File: config.mk
export PLATFORM = sky130hd
export DESIGN_NAME = apng_frame_repackager_crc32_core
export DESIGN_NICKNAME = d
export VERILOG_FILES = /design/src/sv/apr_pkg.sv /design/src/sv/apng_frame_repackager_crc32_core.sv
export VERILOG_INCLUDE_DIRS = /design/src /design/src/sv
export SDC_FILE = /design/constraint.sdc
export NUM_CORES = 1
export LEC_CHECK = 0
export BUFFER_PORTS_ARGS = -buffer_cell sky130_fd_sc_hd__buf_2
export CAP_MARGIN = 20
export CORE_UTILIZATION = 40
export CTS_BUF_LIST = sky130_fd_sc_hd__clkbuf_4
export DETAILED_ROUTE_END_ITERATION = 12
export SLEW_MARGIN = 40
export SYNTH_ARGS = -nofsm -noshare
export SYNTH_HDL_FRONTEND = slang
export SYNTH_SLANG_ARGS = --single-unit
File: constraint.sdc
create_clock -name clk_i -period 8.9 [get_ports clk_i]
set_input_delay 1.335 -clock clk_i [delete_from_list [all_inputs] [get_ports clk_i]]
set_output_delay 1.335 -clock clk_i [all_outputs]
set_load 0.005 [all_outputs]
File: src/sv/apng_frame_repackager_crc32_core_macros.svh
// Assertion helpers for the frame repackager.
`ifndef APNG_FRAME_REPACKAGER_CRC32_CORE_MACROS_SVH
`define APNG_FRAME_REPACKAGER_CRC32_CORE_MACROS_SVH

`ifndef SYNTHESIS
// Checked outside reset only.
`define APR_ASSERT(lbl, prop) \
  lbl: assert property (@(posedge clk_i) disable iff (!rst_ni) prop) \
    else $error("repackager check failed");
// Checked at every edge, reset included.
`define APR_ASSERT_ALWAYS(lbl, prop) \
  lbl: assert property (@(posedge clk_i) prop) \
    else $error("repackager check failed");
`else
`define APR_ASSERT(lbl, prop)
`define APR_ASSERT_ALWAYS(lbl, prop)
`endif

`endif

File: src/sv/apr_pkg.sv
`default_nettype none

package apr_pkg;

  typedef enum logic [1:0] {
    OP_HEADER  = 2'd0,
    OP_PAYLOAD = 2'd1,
    OP_END     = 2'd2,
    OP_NONE    = 2'd3
  } op_e;

  localparam int unsigned CfgIdxW = 1;
  localparam logic [CfgIdxW-1:0] REG_FRAME_WIDTH  = 1'd0;
  localparam logic [CfgIdxW-1:0] REG_FRAME_HEIGHT = 1'd1;

  localparam logic [31:0] CRC_POLY = 32'hEDB8_8320;
  localparam logic [31:0] CRC_ONES = 32'hFFFF_FFFF;

  // header byte positions
  localparam logic [5:0] HDR_CRC_FIRST = 6'd12;
  localparam logic [5:0] HDR_DIM_FIRST = 6'd16;
  localparam logic [5:0] HDR_DIM_LAST  = 6'd23;
  localparam logic [5:0] HDR_CRC_LAST  = 6'd28;
  localparam logic [5:0] HDR_SUM_FIRST = 6'd29;
  localparam logic [5:0] HDR_SUM_LAST  = 6'd32;
  localparam logic [5:0] HDR_SAT       = 6'd33;

  // framing steps of a chunk: length 0..3, type 4..7, data 8, crc 9..12
  localparam logic [3:0] STEP_LEN0  = 4'd0;
  localparam logic [3:0] STEP_TYPE0 = 4'd4;
  localparam logic [3:0] STEP_TYPE3 = 4'd7;
  localparam logic [3:0] STEP_DATA  = 4'd8;
  localparam logic [3:0] STEP_CRC0  = 4'd9;
  localparam logic [3:0] STEP_LAST  = 4'd12;

  function automatic logic [31:0] crc_byte(input logic [31:0] c, input logic [7:0] b);
    logic [31:0] r;
    r = c ^ {24'd0, b};
    for (int k = 0; k < 8; k++) begin
      r = r[0] ? (CRC_POLY ^ (r >> 1)) : (r >> 1);
    end
    return r;
  endfunction

  // "IDAT" / "IEND" type bytes
  function automatic logic [7:0] type_byte(input logic is_end, input logic [1:0] idx);
    logic [7:0] r;
    unique case (idx)
      2'd0: r = 8'h49;
      2'd1: r = is_end ? 8'h45 : 8'h44;
      2'd2: r = is_end ? 8'h4E : 8'h41;
      default: r = is_end ? 8'h44 : 8'h54;
    endcase
    return r;
  endfunction

endpackage

`default_nettype wire

File: src/sv/apng_frame_repackager_crc32_core.sv
// An accepted item waits in the item register; the single byte emitter, with its byte-wide CRC-32
// update, moves its beats into the output register, one output beat per cycle while the output
// is ready. An item with n result beats holds the input until its last beat is emitted (header
// byte 1, payload byte 1 to 13, end of frame 12); opcode 3 is taken without producing beats.
// Reset (rst_ni low, async): stream empty, header position 0, CRC all ones, width/height 1.
`default_nettype none

`include "apng_frame_repackager_crc32_core_macros.svh"

module apng_frame_repackager_crc32_core (
  input  wire logic                        clk_i,
  input  wire logic                        rst_ni,
  // config write port
  input  wire logic                        cfg_we_i,
  input  wire logic [apr_pkg::CfgIdxW-1:0] cfg_idx_i,
  input  wire logic [30:0]                 cfg_wdata_i,
  // input stream
  input  wire logic                        s_axis_tvalid,
  output logic                             s_axis_tready,
  input  wire logic [39:0]                 s_axis_tdata,  // data_byte[7:0], chunk_length[38:8], pad
  input  wire logic [2:0]                  s_axis_tuser,  // opcode[1:0], first_of_chunk[2]
  input  wire logic                        s_axis_tlast,  // last_of_chunk
  // output stream
  output logic                             m_axis_tvalid,
  input  wire logic                        m_axis_tready,
  output logic [7:0]                       m_axis_tdata,  // out_byte[7:0]
  output logic                             m_axis_tlast   // last_of_run
);

  // ---------------------------------------------------------------------------
  // Config registers
  // ---------------------------------------------------------------------------
  logic [30:0] width_q, height_q;

  always_ff @(posedge clk_i or negedge rst_ni) begin
    if (!rst_ni) begin
      width_q  <= 31'd1;
      height_q <= 31'd1;
    end else if (cfg_we_i) begin
      unique case (cfg_idx_i)
        apr_pkg::REG_FRAME_WIDTH:  width_q  <= cfg_wdata_i;
        apr_pkg::REG_FRAME_HEIGHT: height_q <= cfg_wdata_i;
        default: ;
      endcase
    end
  end

  // ---------------------------------------------------------------------------
  // Input unpacking
  // ---------------------------------------------------------------------------
  apr_pkg::op_e in_op;
  logic [7:0]   in_db;
  logic [30:0]  in_len;
  logic         in_first;
  logic         s_acc;

  assign in_op    = apr_pkg::op_e'(s_axis_tuser[1:0]);
  assign in_first = s_axis_tuser[2];
  assign in_db    = s_axis_tdata[7:0];
  assign in_len   = s_axis_tdata[38:8];
  assign s_acc    = s_axis_tvalid && s_axis_tready;

  // ---------------------------------------------------------------------------
  // Item register: holds the accepted item while its beats are emitted.
  // step_q walks the chunk framing; header items are a single beat.
  // ---------------------------------------------------------------------------
  logic         job_vld_q;
  apr_pkg::op_e op_q;
  logic [7:0]   db_q;
  logic         last_q;
  logic [30:0]  len_q;
  logic [3:0]   step_q, step_d;

  // running state
  logic [5:0]  pos_q, pos_d;
  logic [31:0] crc_q, crc_d;

  // output register
  logic       out_vld_q;
  logic [7:0] out_byte_q, out_byte_d;
  logic       out_last_q, out_last_d;

  logic emit;       // a beat moves into the output register this cycle
  logic job_done;   // that beat is the item's last

  assign emit = job_vld_q && (!out_vld_q || m_axis_tready);

  // Next item enters as soon as the current one hands over its final beat.
  assign s_axis_tready = !job_vld_q || (emit && job_done);

  // ---------------------------------------------------------------------------
  // Beat generation
  // ---------------------------------------------------------------------------
  logic [31:0] crc_inv;
  logic [31:0] len32;
  logic [63:0] dims;
  logic [2:0]  dim_off;
  logic [5:0]  sum_off;
  logic [3:0]  crc_off;
  logic [3:0]  end_step;
  logic [31:0] hdr_base;

  assign crc_inv = ~crc_q;
  assign len32   = {1'b0, len_q};
  assign dims    = {1'b0, width_q, 1'b0, height_q};
  assign dim_off = pos_q[2:0];                       // 16..23 -> 0..7
  assign sum_off = pos_q - apr_pkg::HDR_SUM_FIRST;   // 29..32 -> 0..3
  assign crc_off = step_q - apr_pkg::STEP_CRC0;      // 9..12  -> 0..3
  assign hdr_base = (pos_q == apr_pkg::HDR_CRC_FIRST) ? apr_pkg::CRC_ONES : crc_q;

  // payload without closing byte ends on its data beat
  assign end_step = (op_q == apr_pkg::OP_PAYLOAD && !last_q) ? apr_pkg::STEP_DATA
                                                              : apr_pkg::STEP_LAST;

  always_comb begin
    out_byte_d = db_q;
    out_last_d = 1'b0;
    crc_d      = crc_q;
    pos_d      = pos_q;
    step_d     = step_q + 4'd1;
    job_done   = 1'b0;

    unique case (op_q)
      apr_pkg::OP_HEADER: begin
        job_done   = 1'b1;
        out_last_d = 1'b1;
        if (pos_q >= apr_pkg::HDR_DIM_FIRST && pos_q <= apr_pkg::HDR_DIM_LAST) begin
          out_byte_d = 8'(dims >> (6'd8 * (6'd7 - {3'd0, dim_off})));
        end else if (pos_q >= apr_pkg::HDR_SUM_FIRST && pos_q <= apr_pkg::HDR_SUM_LAST) begin
          out_byte_d = 8'(crc_inv >> (5'd8 * (5'd3 - {3'd0, sum_off[1:0]})));
        end
        if (pos_q >= apr_pkg::HDR_CRC_FIRST && pos_q <= apr_pkg::HDR_CRC_LAST) begin
          crc_d = apr_pkg::crc_byte(hdr_base, out_byte_d);
        end
        if (pos_q < apr_pkg::HDR_SAT) begin
          pos_d = pos_q + 6'd1;
        end
      end
      apr_pkg::OP_PAYLOAD, apr_pkg::OP_END: begin
        job_done   = (step_q == end_step);
        out_last_d = job_done;
        if (step_q < apr_pkg::STEP_TYPE0) begin
          // length word: chunk length, or zero for IEND
          out_byte_d = (op_q == apr_pkg::OP_END) ? 8'd0
                     : 8'(len32 >> (5'd8 * (5'd3 - {3'd0, step_q[1:0]})));
          if (step_q == apr_pkg::STEP_LEN0) begin
            crc_d = apr_pkg::CRC_ONES;
          end
        end else if (step_q <= apr_pkg::STEP_TYPE3) begin
          out_byte_d = apr_pkg::type_byte(op_q == apr_pkg::OP_END, step_q[1:0]);
          crc_d      = apr_pkg::crc_byte(crc_q, out_byte_d);
          // IEND has no data beat
          if (step_q == apr_pkg::STEP_TYPE3 && op_q == apr_pkg::OP_END) begin
            step_d = apr_pkg::STEP_CRC0;
          end
        end else if (step_q == apr_pkg::STEP_DATA) begin
          out_byte_d = db_q;
          crc_d      = apr_pkg::crc_byte(crc_q, db_q);
        end else begin
          out_byte_d = 8'(crc_inv >> (5'd8 * (5'd3 - {3'd0, crc_off[1:0]})));
          if (step_q == apr_pkg::STEP_LAST) begin
            crc_d = apr_pkg::CRC_ONES;
            if (op_q == apr_pkg::OP_END) begin
              pos_d = '0;
            end
          end
        end
      end
      default: begin
        // opcode 3 never makes the item register valid
        job_done = 1'b1;
      end
    endcase
  end

  // ---------------------------------------------------------------------------
  // Registers
  // ---------------------------------------------------------------------------
  always_ff @(posedge clk_i or negedge rst_ni) begin
    if (!rst_ni) begin
      job_vld_q <= 1'b0;
      out_vld_q <= 1'b0;
      pos_q     <= '0;
      crc_q     <= apr_pkg::CRC_ONES;
    end else begin
      if (emit) begin
        out_vld_q <= 1'b1;
        pos_q     <= pos_d;
        crc_q     <= crc_d;
      end else if (m_axis_tready) begin
        out_vld_q <= 1'b0;
      end
      if (s_acc) begin
        job_vld_q <= (in_op != apr_pkg::OP_NONE);
      end else if (emit && job_done) begin
        job_vld_q <= 1'b0;
      end
    end
  end

  always_ff @(posedge clk_i) begin
    if (emit) begin
      out_byte_q <= out_byte_d;
      out_last_q <= out_last_d;
    end
    if (s_acc) begin
      op_q   <= in_op;
      db_q   <= in_db;
      last_q <= s_axis_tlast;
      len_q  <= in_len;
      // a payload byte inside an open chunk starts at its data beat
      step_q <= (in_op == apr_pkg::OP_PAYLOAD && !in_first) ? apr_pkg::STEP_DATA
                                                           : apr_pkg::STEP_LEN0;
    end else if (emit) begin
      step_q <= step_d;
    end
  end

  assign m_axis_tvalid = out_vld_q;
  assign m_axis_tdata  = out_byte_q;
  assign m_axis_tlast  = out_last_q;

  // ---------------------------------------------------------------------------
  // Checks
  // ---------------------------------------------------------------------------
  `APR_ASSERT_ALWAYS(a_pos_sat, pos_q <= apr_pkg::HDR_SAT)
  `APR_ASSERT(a_step_range, job_vld_q |-> step_q <= apr_pkg::STEP_LAST)
  `APR_ASSERT(a_job_hold, (job_vld_q && !emit) |=> (job_vld_q && $stable(step_q)))
  `APR_ASSERT(a_end_clears,
    (emit && op_q == apr_pkg::OP_END && step_q == apr_pkg::STEP_LAST)
      |=> (pos_q == '0 && crc_q == apr_pkg::CRC_ONES))
  `APR_ASSERT(a_last_beat_frees, (emit && job_done) |-> s_axis_tready)

endmodule

`default_nettype wire

Yosys cells after proc, flatten, opt, wreduce, memory -nomap -nowiden:

Index checks and enable logic that the tools add are counted.

* add/subtract/negate cells: 8
* reductions and logical operators: 27
* muxes and demuxes: 68
* bitwise gates (word level): 29
* shifts and indexed selects: 4
* equal/unequal tests: 20
* order comparisons: 9

Operator list (count)
* two-way mux 32 bit: 31
* NOT 13 -> 14 bit: 24
* bitwise XOR 32 x 8 -> 32 bit: 3
* two-way mux 8 bit: 10
* one-hot mux 32 bit (2 select lines): 1
* >> shifter 32 x 5 -> 8 bit: 2
* >> shifter 63 x 6 -> 8 bit: 1
* two-way mux 6 bit: 6
* two-way mux 4 bit: 8
* NOT 32 bit: 1
* >> shifter 31 x 5 -> 8 bit: 1
* inequality test 2 bit, second input constant: 8
* one-hot mux 8 bit (2 select lines): 1
* one-hot mux 5 bit (3 select lines): 1
* greater-or-equal comparator 6 x 5 -> 1 bit, second input constant: 2
* less-or-equal comparator 6 x 5 -> 1 bit, second input constant: 2
* one-hot mux 6 bit (2 select lines): 1
* logical AND 1 bit: 9
* == test 4 bit, second input constant: 2
* AND reduction 8 bit: 1
* nonzero test 2 bit: 4
* adder 6 x 1 -> 6 bit, second input constant: 1
* == test 2 x 1 -> 1 bit, second input constant: 3
* == test 6 x 4 -> 1 bit, second input constant: 1
* 26 further kinds: 41

* flip-flop bits (word level): 157
* input bits: 81
* word-level logic and storage cells: 178
* output and inout bits: 11

Logic depth before layout (Yosys ltp):

* word-level depth: 26
* gate-level depth with buffers: 14
* gate-level depth less buffers: 11

Least setup slack after synthesis:

No wires, ideal clock.

* kind: register -> register
* from: reg pos_q[0]
* to: reg crc_q[25]
* path slack: 5.106 ns
* required time: 8.817 ns
* stages on the path, launching flop included: 13
* period minus slack after synthesis: 3.794 ns
* setup time: 0.083 ns
* buffers on the path: 3
* arrival time: 3.710 ns
* path through: dfrtp_1 -> buf_6 -> buf_2 -> inv_1 -> ha_1 -> buf_1 -> mux4_2 -> a211o_2 -> a211oi_2 -> xor3_2 -> xnor2_1 -> xnor2_1 -> a221o_1

* longest elaborated chain between the ends: 21
* elaborated cells between the ends (all ways): 37
* those cells by class: add/sub: 3; order compare: 6; eq/ne: 2; shift: 2; mux: 14; bitwise: 6; reduce/logical: 4

RTL lines
* start, declared: RTL line apng_frame_repackager_crc32_core.sv:75 `logic [5:0] pos_q, pos_d;`
* start signal, assigned: RTL line apng_frame_repackager_crc32_core.sv:188 `pos_q <= pos_d;`
* subtractor 2 x 1 -> 2 bit: RTL line apng_frame_repackager_crc32_core.sv:107 `assign sum_off = pos_q - apr_pkg::HDR_SUM_FIRST;`
* subtractor 2 bit: RTL line apng_frame_repackager_crc32_core.sv:130 `out_byte_d = 8'(crc_inv >> (5'd8 * (5'd3 - {3'd0, sum_off[1:0]})));`
* >> shifter 32 x 5 -> 8 bit: RTL line apng_frame_repackager_crc32_core.sv:130
* two-way mux 8 bit: RTL line apng_frame_repackager_crc32_core.sv:129 `end else if (pos_q >= apr_pkg::HDR_SUM_FIRST && pos_q <= apr_pkg::HDR_SUM_LAST) begin`
* two-way mux 8 bit: RTL line apng_frame_repackager_crc32_core.sv:127 `if (pos_q >= apr_pkg::HDR_DIM_FIRST && pos_q <= apr_pkg::HDR_DIM_LAST) begin`
* two-way mux 8 bit: RTL line apng_frame_repackager_crc32_core.sv:123 `unique case (op_q)`
* bitwise XOR 32 x 8 -> 32 bit: RTL line apr_pkg.sv:38 `r = c ^ {24'd0, b};`
* two-way mux 32 bit (2 in a row): RTL line apr_pkg.sv:40 `r = r[0] ? (CRC_POLY ^ (r >> 1)) : (r >> 1);`
* [... 2 more ...]
* NOT 13 -> 14 bit (no line)
* two-way mux 32 bit (2 in a row): RTL line apr_pkg.sv:40
* NOT 13 -> 14 bit (no line)
* two-way mux 32 bit: RTL line apr_pkg.sv:40
* NOT 13 -> 14 bit (no line)
* two-way mux 32 bit (2 in a row): RTL line apr_pkg.sv:40
* two-way mux 32 bit: RTL line apng_frame_repackager_crc32_core.sv:132 `if (pos_q >= apr_pkg::HDR_CRC_FIRST && pos_q <= apr_pkg::HDR_CRC_LAST) begin`
* one-hot mux 32 bit (2 select lines): RTL line apng_frame_repackager_crc32_core.sv:123
* end signal, assigned: RTL line apng_frame_repackager_crc32_core.sv:184 `crc_q <= apr_pkg::CRC_ONES;`
* end signal, assigned: RTL line apng_frame_repackager_crc32_core.sv:189 `crc_q <= crc_d;`
* end, declared: RTL line apng_frame_repackager_crc32_core.sv:76 `logic [31:0] crc_q, crc_d;`

Parallel ways exist; a longest one is shown, timed or not. The select of a mux whose other input is x is not followed.
A chain may end at the register's enable or synchronous reset.

Worst setup path after layout:

* from: reg pos_q[1]
* to: reg crc_q[19]

* longest elaborated chain between the ends: 22
* elaborated cells between the ends (all ways): 39
* those cells by class: add/sub: 3; order compare: 6; eq/ne: 2; shift: 2; mux: 14; bitwise: 8; reduce/logical: 4

RTL lines (RTL line)
* subtractor 2 x 1 -> 2 bit: apng_frame_repackager_crc32_core.sv:107
* subtractor 2 bit: apng_frame_repackager_crc32_core.sv:130
* >> shifter 32 x 5 -> 8 bit: apng_frame_repackager_crc32_core.sv:130
* two-way mux 8 bit: apng_frame_repackager_crc32_core.sv:129
* two-way mux 8 bit: apng_frame_repackager_crc32_core.sv:127
* two-way mux 8 bit: apng_frame_repackager_crc32_core.sv:123
* bitwise XOR 32 x 8 -> 32 bit: apr_pkg.sv:38
* two-way mux 32 bit (2 in a row): apr_pkg.sv:40
* [... 5 more ...]
* NOT 13 -> 14 bit (no line)
* two-way mux 32 bit: apr_pkg.sv:40
* NOT 13 -> 14 bit (no line)
* two-way mux 32 bit: apr_pkg.sv:40
* NOT 13 -> 14 bit (no line)
* two-way mux 32 bit: apr_pkg.sv:40
* two-way mux 32 bit: apng_frame_repackager_crc32_core.sv:132
* one-hot mux 32 bit (2 select lines): apng_frame_repackager_crc32_core.sv:123

Parallel ways exist; a longest one is shown, timed or not. The select of a mux whose other input is x is not followed.

==> flow_metrics.env <==
export IMPL_status="completed"
export IMPL_grt_setup_unrepaired="false"
export IMPL_hold_path_startpoint="job_vld_q"
export IMPL_timing_slew_headroom=0.396
export IMPL_clock_latency_ns=0.60
export IMPL_syn_to_final_growth_pct=9.09
export IMPL_coreArea_mm2=0.0262
export IMPL_wirelength_um=30400
export IMPL_crit_path_end_kind="flop"
export IMPL_netlist_area_mm2=0.0107
export IMPL_synth_nets=1044
export IMPL_max_freq_mhz=214
export IMPL_antenna_found_initial=3
export IMPL_ios=92
export IMPL_tightest_slew_ns=0.900
export IMPL_dr_pass1_iters=5
export IMPL_grt_pass1_wl_um=47100
export IMPL_r2r_setup_slack_ns=4.23
export IMPL_numCtsBuffers=17
export IMPL_timing_rr_start="pos_q[1]"
export IMPL_vias=8010
export IMPL_async_reset_ff_frac=0.650
export IMPL_root_buffer="clkbuf_4"
export IMPL_wl_per_cell_um=22.3
export IMPL_min_period_over_period=0.525
export IMPL_cts_setup_buffers=0
export IMPL_htree_levels=4
export IMPL_dpl_hpwl_um=21100
export IMPL_hold_viol=0
export IMPL_synthCells=953
export IMPL_worstPathRequired_ns=9.39
export IMPL_fin_nets=1104
export IMPL_crit_fanout=11
export IMPL_clock_sinks=157
export IMPL_ys_types=73
export IMPL_dieArea_mm2=0.0275
export IMPL_die_x_um=166
export IMPL_setup_viol=0
export IMPL_yosysSeqAreaShare=0.396
export IMPL_placementRows=59
export IMPL_finalMaxSlewViolations=0
export IMPL_drt_iter0_markers=773
export IMPL_cap_violations=0
export IMPL_ys_ff_latch=157
export IMPL_skew_ns=0.0406
export IMPL_grt_max_degree=60
export IMPL_start_util=0.409
export IMPL_cp_arrival_ns=5.17
export IMPL_rr_endpoint="crc_q[19]"
export IMPL_track_usage=0.226
export IMPL_place_ws_ns=4.31
export IMPL_cts_path_max_buffers=2
export IMPL_yosysWarnings=0
export IMPL_startpoint_type="flop"
export IMPL_hold_depth=1
export IMPL_postRouteAntennaNets=0
export IMPL_fin_ws_ns=4.23
export IMPL_gr_total_overflow=0
export IMPL_hold_class="flop to flop"
export IMPL_synth_edf_count=55
export IMPL_cts_tree="done"
export IMPL_synth_ff_type="dfrtp_1"
export IMPL_cts_hold_buffers=0
export IMPL_hold_path_end="m_axis_tvalid"
export IMPL_tns_ns=0
export IMPL_place_congestion=0.933
export IMPL_reg2reg_depth=9
export IMPL_place_inst=1329
export IMPL_fin_cells=1362
export IMPL_drive_above_1_share=0.294
export IMPL_fp_dieH_um=166
export IMPL_grt_pass1_vias=7893
export IMPL_clkTransAtPathRegs_ns=0.18
export IMPL_drcViolationCount=0
export IMPL_finalCriticalPeriod_ns=4.67
export IMPL_cts_resized=0
export IMPL_criticalPathCategory="flop to flop"
export IMPL_synth_avg_cell_area_um2=11.2
export IMPL_vias_per_cell=5.88
export IMPL_port_buffer_count=90
==> cells by family after synthesis <==
logic type                 Yosys count  share of synthesized area
AOI/OAI and AO/OA                  221                      0.137
xor gates and xnor gates           183                      0.176
adders and majority gates           10                     0.0117
buffers and inverters               86                     0.0404
DFF                                157                      0.396
muxes                              120                      0.162
and+or+nand+nor                    176                     0.0770
==> per-layer routing <==
| metal | share of wire | vias up | GRT usage | routed length (um) |
|---|---|---|---|---|
| met3 | 0.075 | 61 | 0.0432 | 2280 |
| met4 | 0.030 | 2 | 0.0841 | 910 |
| met5 | 0.00056 | - | 0 | 17 |
| li1 | - | 3608 | - | - |
| met1 | 0.44 | 3974 | 0.315 | 13400 |
| met2 | 0.45 | 365 | 0.351 | 13800 |
==> per-stage QoR <==
stage | util | instance area [um2] | hold WS (ns)
3_5_place_dp | 0.434 | 11400 | 0.485
3_3_place_gp | 0.434 | 11400 | 0.473
6_report | 0.446 | 11700 | 0.512
2_1_floorplan | - | 10700 | 0.457
4_1_cts | 0.445 | 11700 | 0.517
5_1_grt | 0.446 | 11700 | 0.540
==> flip-flops by register name, indices dropped and copies added (netlist names) <==
signal / flops
m_axis_tdata: 8
db_q: 8
job_vld_q: 1
m_axis_tlast: 1
step_q: 4
m_axis_tvalid: 1
height_q: 31
crc_q: 32
op_q: 2
last_q: 1
pos_q: 6
len_q: 31
width_q: 31
==> critical path: stages, from the launching register on <==
cell and delay [ns]:
dfrtp_1 0.59, clkinv_1 0.39, ha_1 0.72, mux4_2 0.40, a211o_1 0.33, a211oi_2 0.67, xnor3_1 0.58, xor2_1 0.53
nor3_1 0.14, a211oi_1 0.23
==> placed cells by master, fill, tap and decap left out, drive strengths merged, types with 8 or more instances in the layout <==
| master | instances |
|---|---|
| xnor2 | 117 |
| buf | 106 |
| mux2 | 70 |
| dfrtp | 68 |
| nand2 | 63 |
| nor2 | 60 |
| o21ai | 58 |
| edfxtp | 55 |
| a21oi | 52 |
| xor2 | 46 |
| mux4 | 35 |
| dfstp | 34 |
| inv | 27 |
| xnor3 | 18 |
| clkbuf | 17 |
| mux2i | 15 |
| o211ai | 13 |
| o221ai | 12 |
| a221oi | 10 |
| ha | 10 |
| a31oi | 10 |
| a211oi | 10 |
| clkinv | 9 |
| nand2b | 8 |
| nor3 | 8 |
==> layout make-up <==
type / instances / area, um2
Antenna cell: 1 / 2.50
Clock buffer: 17 / 128
Clock inverter: 15 / 171
Fill cell: 2466 / 14500
Inverter: 21 / 78.8
Multi-Input combinational cell: 710 / 6070
Sequential cell: 157 / 4250
Tap cell: 335 / 419
Timing Repair Buffer: 106 / 577
==> worst max path at each step <==
stage          startpoint  depth (start not counted)  slack [ns]         to
2_1_floorplan    pos_q[0]                         12        5.11  crc_q[25]
3_3_place_gp     pos_q[1]                          9        4.36  crc_q[26]
3_5_place_dp     pos_q[1]                          9        4.31  crc_q[26]
4_1_cts          pos_q[1]                          9        4.29  crc_q[26]
5_1_grt          pos_q[1]                          9        3.98  crc_q[26]
6_report         pos_q[1]                          9        4.23  crc_q[19]
==> cell usage after synthesis, types with 12 or more instances <==
master,instances,area [um2]
xnor3_1,15,338
mux2_2,70,788
dfrtp_1,68,1700
mux2i_1,15,150
inv_1,20,75.1
o211ai_1,12,90.1
mux4_2,33,743
o221ai_1,12,105
o21ai_0,58,290
a21oi_1,52,260
edfxtp_1,55,1650
nand2_1,63,236
nor2_1,60,225
xor2_1,46,403
xnor2_1,117,1020
clkbuf_1,40,150
dfstp_2,34,893
Power is not shown: default switching activity piles up to over one toggle a cycle in this logic, so the estimate is an artifact.
